## src/tbgd_pkg.sv

```systemverilog
// Shared types and constants for the two-body gravity derivative pipeline.
package tbgd_pkg;

    localparam int SQRT_STEPS = 32;
    localparam int DIV_STEPS  = 43;
    localparam int NUM_W      = 101;
    localparam int DEN_W      = 96;
    localparam int GS_W       = 70;
    localparam int FQ_W       = 41;
    localparam int G_W        = 43;
    localparam int ACC_W      = 45;

    localparam logic [49:0] GRAV_RESET     = 50'd398600441800000;
    localparam logic [31:0] INV_MASS_RESET = 32'd4294967;
    localparam logic [19:0] GRAV_SCALE     = 20'd1000000;
    localparam logic [G_W-1:0] GRAV_CAP    = G_W'(1) << (G_W - 1);

    // register index, taken from paddr[3]
    localparam logic REG_GRAV     = 1'b0;
    localparam logic REG_INV_MASS = 1'b1;

    typedef struct packed {
        logic [2:0][31:0]      vel;
        logic [2:0]            fneg;
        logic [2:0][FQ_W-1:0]  fq;
        logic [2:0]            pneg;
        logic [2:0][NUM_W-1:0] num;
    } side_t;

    typedef struct packed {
        logic [2:0][31:0]     vel;
        logic [2:0]           fneg;
        logic [2:0][FQ_W-1:0] fq;
        logic [2:0]           pneg;
        logic                 zero_r;
        logic [2:0]           big;
        logic [DEN_W-1:0]     den;
    } dside_t;

    typedef struct packed {
        logic [DEN_W-1:0]     rem;
        logic [DIV_STEPS-1:0] low;
        logic [DIV_STEPS-1:0] quo;
    } dstate_t;

    typedef struct packed {
        logic [2:0][31:0] dvel;
        logic [2:0][31:0] accel;
        logic             err;
    } res_t;

endpackage

```

## src/tbgd_out.sv

```systemverilog
// Final sum and saturation stage followed by a two-entry output buffer.
module tbgd_out (
    input  logic                    aclk,
    input  logic                    aresetn,
    input  logic                    valid_i,
    input  tbgd_pkg::dside_t        dside_i,
    input  tbgd_pkg::dstate_t [2:0] st_i,
    input  logic                    m_ready,
    output logic                    m_valid,
    output tbgd_pkg::res_t          res_o,
    output logic                    en
);

    localparam int AW = tbgd_pkg::ACC_W;
    localparam logic signed [AW-1:0] ACC_MAX = AW'(64'sd2147483647);
    localparam logic signed [AW-1:0] ACC_MIN = AW'(-64'sd2147483648);

    logic           fin_valid_reg;
    tbgd_pkg::res_t fin_reg, fin_next;
    tbgd_pkg::res_t buf_reg [2];
    logic           wr_ptr_reg, rd_ptr_reg;
    logic [1:0]     count_reg;
    logic           push, pop;

    always_comb begin
        logic [tbgd_pkg::G_W-1:0] g;
        logic signed [AW-1:0]     fs, gt, acc;
        fin_next.dvel = dside_i.vel;
        fin_next.err  = dside_i.zero_r;
        for (int i = 0; i < 3; i++) begin
            if (dside_i.zero_r) begin
                g = '0;
            end else if (dside_i.big[i] || (st_i[i].quo > tbgd_pkg::DIV_STEPS'(tbgd_pkg::GRAV_CAP))) begin
                g = tbgd_pkg::GRAV_CAP;
            end else begin
                g = st_i[i].quo;
            end
            fs  = $signed(AW'(dside_i.fq[i]));
            fs  = dside_i.fneg[i] ? -fs : fs;
            gt  = $signed(AW'(g));
            gt  = dside_i.pneg[i] ? gt : -gt;
            acc = fs + gt;
            if (acc > ACC_MAX) begin
                fin_next.accel[i] = 32'h7FFFFFFF;
                fin_next.err = 1'b1;
            end else if (acc < ACC_MIN) begin
                fin_next.accel[i] = 32'h80000000;
                fin_next.err = 1'b1;
            end else begin
                fin_next.accel[i] = acc[31:0];
            end
        end
    end

    assign en   = (count_reg != 2'd2);
    assign push = en && fin_valid_reg;
    assign pop  = m_valid && m_ready;

    always_ff @(posedge aclk) begin
        if (!aresetn) begin
            fin_valid_reg <= 1'b0;
            wr_ptr_reg    <= 1'b0;
            rd_ptr_reg    <= 1'b0;
            count_reg     <= 2'd0;
        end else begin
            if (en) begin
                fin_valid_reg <= valid_i;
            end
            if (push) begin
                wr_ptr_reg <= ~wr_ptr_reg;
            end
            if (pop) begin
                rd_ptr_reg <= ~rd_ptr_reg;
            end
            count_reg <= count_reg + {1'b0, push} - {1'b0, pop};
        end
    end

    always_ff @(posedge aclk) begin
        if (en) begin
            fin_reg <= fin_next;
        end
        if (push) begin
            buf_reg[wr_ptr_reg] <= fin_reg;
        end
    end

    assign m_valid = (count_reg != 2'd0);
    assign res_o   = buf_reg[rd_ptr_reg];

endmodule

```

## config.mk

```make
export PLATFORM = sky130hd
export DESIGN_NAME = tbgd_out
export DESIGN_NICKNAME = d
export VERILOG_FILES = /design/src/tbgd_pkg.sv /design/src/tbgd_out.sv
export SDC_FILE = /design/constraint.sdc
export NUM_CORES = 1
export LEC_CHECK = 0
export BUFFER_PORTS_ARGS = -buffer_cell sky130_fd_sc_hd__buf_4
export CAP_MARGIN = 20
export CORE_AREA = 2 2 411 413
export DETAILED_ROUTE_END_ITERATION = 6
export DIE_AREA = 0 0 413 415
export GPL_TIMING_DRIVEN = 0
export PLACE_DENSITY = 0.47
export SLEW_MARGIN = 20
export SYNTH_ARGS = -nofsm -noshare
export SYNTH_HDL_FRONTEND = slang
export SYNTH_SLANG_ARGS = --single-unit
```

## constraint.sdc

```tcl
create_clock -name aclk -period 20.2 [get_ports aclk]
set_clock_uncertainty 0.15 [all_clocks]
set_input_delay 2.02 -clock aclk [delete_from_list [all_inputs] [get_ports aclk]]
set_output_delay 2.02 -clock aclk [all_outputs]
set_load 0.02 [all_outputs]
```

# After elaboration in Yosys (flattened, before gate mapping)
# Memories as Yosys holds them, arrays and structs flattened. A register that Yosys moved wholly into a read port is not among the register bits.
# Cells that the tools add are included.
# totals
register_bits	198
latchBits	0
ram_bits	386
mem_bits_ro	0
output_inout_bits	195
memories	1
# op_classes
addsub	11
n_mul	0
n_div	0
magnitude_cmp	9
n_eq_ne	1
shift	0
muxes	19
bitwise_logic	2
reduce_logical	7
# mem_list
name	depth	width	read_ports	rd_clocked_by_memory_dff	write_ports	line	source
buf_reg	2	193	1	1	1	tbgd_out.sv:20	tbgd_pkg::res_t buf_reg [2];
# ops
operator	count
2-to-1 mux 45 bit	6
2-to-1 mux 43 bit	6
adder 45 bit	3
greater-than comparator 45 x 32 -> 1 bit, second input constant	3
< comparator 45 x 32 -> 1 bit, second input constant	3
negation 41 -> 45 bit	3
negation 43 -> 45 bit	3
greater-than comparator 43 bit, second input constant	3
2-to-1 mux 32 bit	3
OR reduction 6 bit	1
2-to-1 mux 1 bit	4
logical OR 1 bit	3
adder 2 x 1 -> 2 bit	1
logical AND 1 bit	2
!= test 2 bit, second input constant	1
inverter 1 bit	2
nonzero test 2 bit	1
subtractor 2 x 1 -> 2 bit	1

# Longest topological paths before layout
# logic_depth
ltp_word	9
depth_mapped	32
mapped_depth_nobuf	27

# Worst setup path after synthesis
# OpenSTA, ideal clock, no wires.
# synth_path
kind	reg2reg
start	reg count_reg[0]
end	reg wr_ptr_reg
setup_ns	0.095
t_arrival_ns	14.592
slack_ns	5.363
stages_incl_launch_ff	5
path_cell_list	dfxtp_1 nand2b_1 nand2_1 nor2_1 o21a_1
# synth_between
elab_chain_len	2
# synth_rtl
element	line	source
start: declaration	tbgd_out.sv:22	logic [1:0] count_reg;
start signal: assignment	tbgd_out.sv:75	count_reg <= count_reg + {1'b0, push} - {1'b0, pop};
!= test 2 bit	tbgd_out.sv:55	assign en = (count_reg != 2'd2);
net en	tbgd_out.sv:11	output logic en
logical AND 1 bit	tbgd_out.sv:56	assign push = en && fin_valid_reg;
end signal: assignment	tbgd_out.sv:70	wr_ptr_reg <= ~wr_ptr_reg;
end: declaration	tbgd_out.sv:21	logic wr_ptr_reg, rd_ptr_reg;
# The timed path passes the listed nets, and every way through them passes these cells.
# A chain may end at the register's enable or synchronous reset.

# Worst setup path after layout
# layout_path
start	in st_i[366] (netlist name)
end	reg fin_reg[0] (netlist name) (data pin)
# layout_between
elab_chain_len	9
elab_cells_between_ends	10
cone_classes	2 x add/sub; 3 x order compare; 3 x mux; 2 x reduce/logical
# layout_rtl
element	line	source
start: declaration	tbgd_out.sv:7	input tbgd_pkg::dstate_t [2:0] st_i,
greater-than comparator 43 bit	tbgd_out.sv:33	end else if (dside_i.big[i] || (st_i[i].quo > tbgd_pkg::DIV_STEPS'(tbgd_pkg::GRAV_CAP))) begin
logical OR 1 bit	tbgd_out.sv:33	
2-to-1 mux 43 bit *	tbgd_out.sv:33	
2-to-1 mux 43 bit *	tbgd_out.sv:31	if (dside_i.zero_r) begin
negation 43 -> 45 bit	tbgd_out.sv:41	gt = dside_i.pneg[i] ? gt : -gt;
2-to-1 mux 45 bit *	tbgd_out.sv:41	
adder 45 bit *	tbgd_out.sv:42	acc = fs + gt;
greater-than comparator 45 x 32 -> 1 bit / < comparator 45 x 32 -> 1 bit (equally long branches)	tbgd_out.sv:43, tbgd_out.sv:46	
OR reduction 6 bit (no source line) *	n/a	
end signal: assignment	tbgd_out.sv:81	fin_reg <= fin_next;
end: declaration	tbgd_out.sv:19	tbgd_pkg::res_t fin_reg, fin_next;
# Mark *: on every way between the ends. The rest lies on a longest branch, timed or not.

==> flow_summary.toml <==
[setup_path]
crit_type = "input port to flop"
cp.arrival_ns = 12.21
crit_top_cell = "clkbuf_1"
crit_fanout = 10
slowest_stage = "a311oi_1"
cp-start-kind = "input port"
endpoint_kind = "flop"
max_stage_delay_ns = 0.82
cp_data_required_time_ns = 20.35

[finish]
drive_above_1_share = 0.239
n_fill_cell = 17600
syn_to_final_growth_pct = 27.4
largest_reg_flops = 386
nets = 4842
fin_area_mm2 = 0.0446

[global_route]
gr-total-overflow = 0
grt_pass1_wl_mm = 189
grt_max_degree = 45
gr-usage-all-layers = 0.148
grt_pass1_vias = 27500
antenna_found_initial = 10

[synthesis]
syn_area_per_cell_um2 = 11.0
yosysSeqAreaShare = 0.500
syn-cell-area_mm2 = 0.0350
synth_edf_count = 579
synth_seq_cells = 585
synth_cell_types = 84
synth_fp_nets = 4203
synthCells = 3185
async_flop_share = 0
yosysWarnings = 0
ys.flop_type = "edfxtp_1"

[detailed_routing]
wl_mm = 133
drc_errors = 0
drtAntennaViolNets = 0
dr.pass1.iters = 7
drt-initial-drc-count = 2088
drt-wirelength-per-cell_um = 21.8
vias_per_cell = 4.61
via_count = 28100

[clocking]
post_cts_buffers = 0
clk_pin_slew_ns = 0.06
cts_hold_buf = 0
clock_latency_ns = 0.64
cts_buffers = 66
cts_tree = "yes"
clock-sinks = 585
post_cts_resized = 0
cts_htree_levels = 3
root_buffer = "clkbuf_16"
cts_buffer_depth = 3

[min_path]
hold_class = "flop to flop"

[outcome]
status = "complete, no violations"

[floorplanning]
start_util = 0.210
rows = 150
die_area_mm2 = 0.171
coreArea_mm2 = 0.167
die_w_um = 413
io_pins = 1070
die_h_um = 415

[flow_run]
maxCapViolCount = 0

[sta]
period_needed_ns = 12.06
hold_viol = 0
rsz0062_at_grt = "false"
period_share = 0.597
setup_violations = 0
fmax_mhz = 82.9
fin_worst_hold_slack_ns = 0.287
tightest_slew_ns = 1.10
slew_headroom = 0.260
drv_slew = 0

[placed_design]
port-buffer-count = 552
post-dp-hpwl_mm = 107
routabilityCongestion = 0.903
dpl_cell_area_mm2 = 0.0424

[power]
power_leakage_nw = 16.4
p_per_area_mw_per_mm2 = 100
irDropWorstVdd_mv = 0.0536
[power by group]
group	leakage, nW	switching [mW]	internal [mW]
Combinational	9.78	0.939	0.600
Sequential	5.55	0.0711	1.66
Clock	1.04	0.500	0.694
Total	16.4	1.51	2.96
[critical path, delay by kind of cell]
kind            cells  cell delay (ns)
buf+inv             5             1.74
fa+ha+maj           2             0.63
mux                 2             0.83
compound gates      8             3.06
simple gates       12             3.92
[cell type report]
cell class | instances | area (um2) | share of cell area
Antenna cell | 5 | 12.5 | 0.000281
Buffer | 141 | 582 | 0.0131
Clock buffer | 80 | 1770 | 0.0396
Clock inverter | 40 | 395 | 0.00887
Inverter | 58 | 218 | 0.00488
Multi-Input combinational cell | 2401 | 16700 | 0.375
Sequential cell | 585 | 17500 | 0.393
Tap cell | 2204 | 2760 | 0.0619
Timing Repair Buffer | 571 | 4620 | 0.104
[Yosys cell counts (5+ instances only)]
| library cell | number | share of area |
|---|---|---|
| a211o_1 | 5 | 0.0013 |
| a211oi_1 | 23 | 0.0049 |
| a21boi_0 | 10 | 0.0021 |
| a21o_1 | 115 | 0.025 |
| a21oi_1 | 252 | 0.036 |
| a311oi_1 | 20 | 0.0050 |
| a31o_2 | 13 | 0.0033 |
| a31oi_1 | 55 | 0.0098 |
| a41oi_1 | 6 | 0.0015 |
| and2_1 | 20 | 0.0036 |
| and3_1 | 17 | 0.0030 |
| and4_1 | 9 | 0.0023 |
| buf_1 | 7 | 0.00075 |
| buf_2 | 10 | 0.0014 |
| clkbuf_1 | 118 | 0.013 |
| dfxtp_1 | 6 | 0.0034 |
| edfxtp_1 | 579 | 0.50 |
| ha_1 | 140 | 0.050 |
| inv_1 | 57 | 0.0061 |
| mux2_2 | 195 | 0.063 |
| mux2i_1 | 6 | 0.0017 |
| nand2_1 | 231 | 0.025 |
| nand2b_1 | 23 | 0.0041 |
| nand3_1 | 30 | 0.0043 |
| nand3b_1 | 6 | 0.0013 |
| nand4_1 | 37 | 0.0066 |
| nor2_1 | 250 | 0.027 |
| nor2b_1 | 20 | 0.0036 |
| nor3_1 | 94 | 0.013 |
| nor3b_1 | 11 | 0.0024 |
| nor4_1 | 34 | 0.0061 |
| o2111ai_1 | 7 | 0.0018 |
| o211ai_1 | 13 | 0.0028 |
| o21a_1 | 55 | 0.012 |
| o21ai_0 | 139 | 0.020 |
| o21bai_1 | 24 | 0.0051 |
| o22ai_1 | 23 | 0.0041 |
| o31a_1 | 12 | 0.0030 |
| o31ai_1 | 41 | 0.0088 |
| o41ai_1 | 18 | 0.0045 |
| or2_2 | 11 | 0.0020 |
| or3_1 | 37 | 0.0066 |
| or4_1 | 27 | 0.0058 |
| xnor2_1 | 253 | 0.063 |
| xor2_1 | 50 | 0.013 |
[cell families after synthesis]
group	Yosys count	share of synthesized area
mux	201	0.0645
xor+xnor	305	0.0768
fa+ha+maj	143	0.0518
buf+inv	199	0.0228
simple gates	883	0.124
flops	585	0.500
compound gates	869	0.160
[path summary, 6_finish.rpt]
path                 from             end  slack, ns  depth (start not counted)
max reg2reg  count_reg[0]  buf_reg[0][65]      16.74                         10
max             st_i[366]      fin_reg[0]       8.14                         29
min reg2reg   fin_reg[67]  buf_reg[0][67]       0.29                          0
min           fin_reg[67]  buf_reg[0][67]       0.29                          0
[routing by layer]
metal  wire [um]  up-vias  track usage  share of wire
met5          13        -            0       0.000098
met4        2920        2       0.0398          0.022
met3        9440      122       0.0340          0.071
met2       58700      880        0.231           0.44
met1       61500    13700        0.205           0.46
li1            -    13400            -              -
[layout by cell type, fill, tap and decap left out, drive strengths merged, types with 23 or more instances in the layout]
master	instances
o21ai	142
nor2	251
nand3	31
ha	140
or3	38
mux2	195
a211oi	23
or4	29
xnor2	255
a31oi	55
a21oi	252
o31ai	42
o22ai	23
a21o	115
nor3	94
inv	60
clkbuf	198
nand4	37
nand2b	25
buf	594
nand2	231
clkinv	29
nor4	34
edfxtp	579
o21a	55
o21bai	24
xor2	50
[stage by stage]
stage	util	power [mW]	setup slack [ns]	instances	setup TNS, ns
3_5_place_dp	0.254	3.32	7.69	5960	0
6_report	0.267	4.47	8.14	6085	0
3_3_place_gp	0.251	3.37	-5.61	5941	-1073.81
2_1_floorplan	-	2.64	5.36	3185	0
4_1_cts	0.267	4.55	8.38	6080	0
5_1_grt	0.267	4.70	7.65	6083	0
Power figures use the tool's default switching activity.
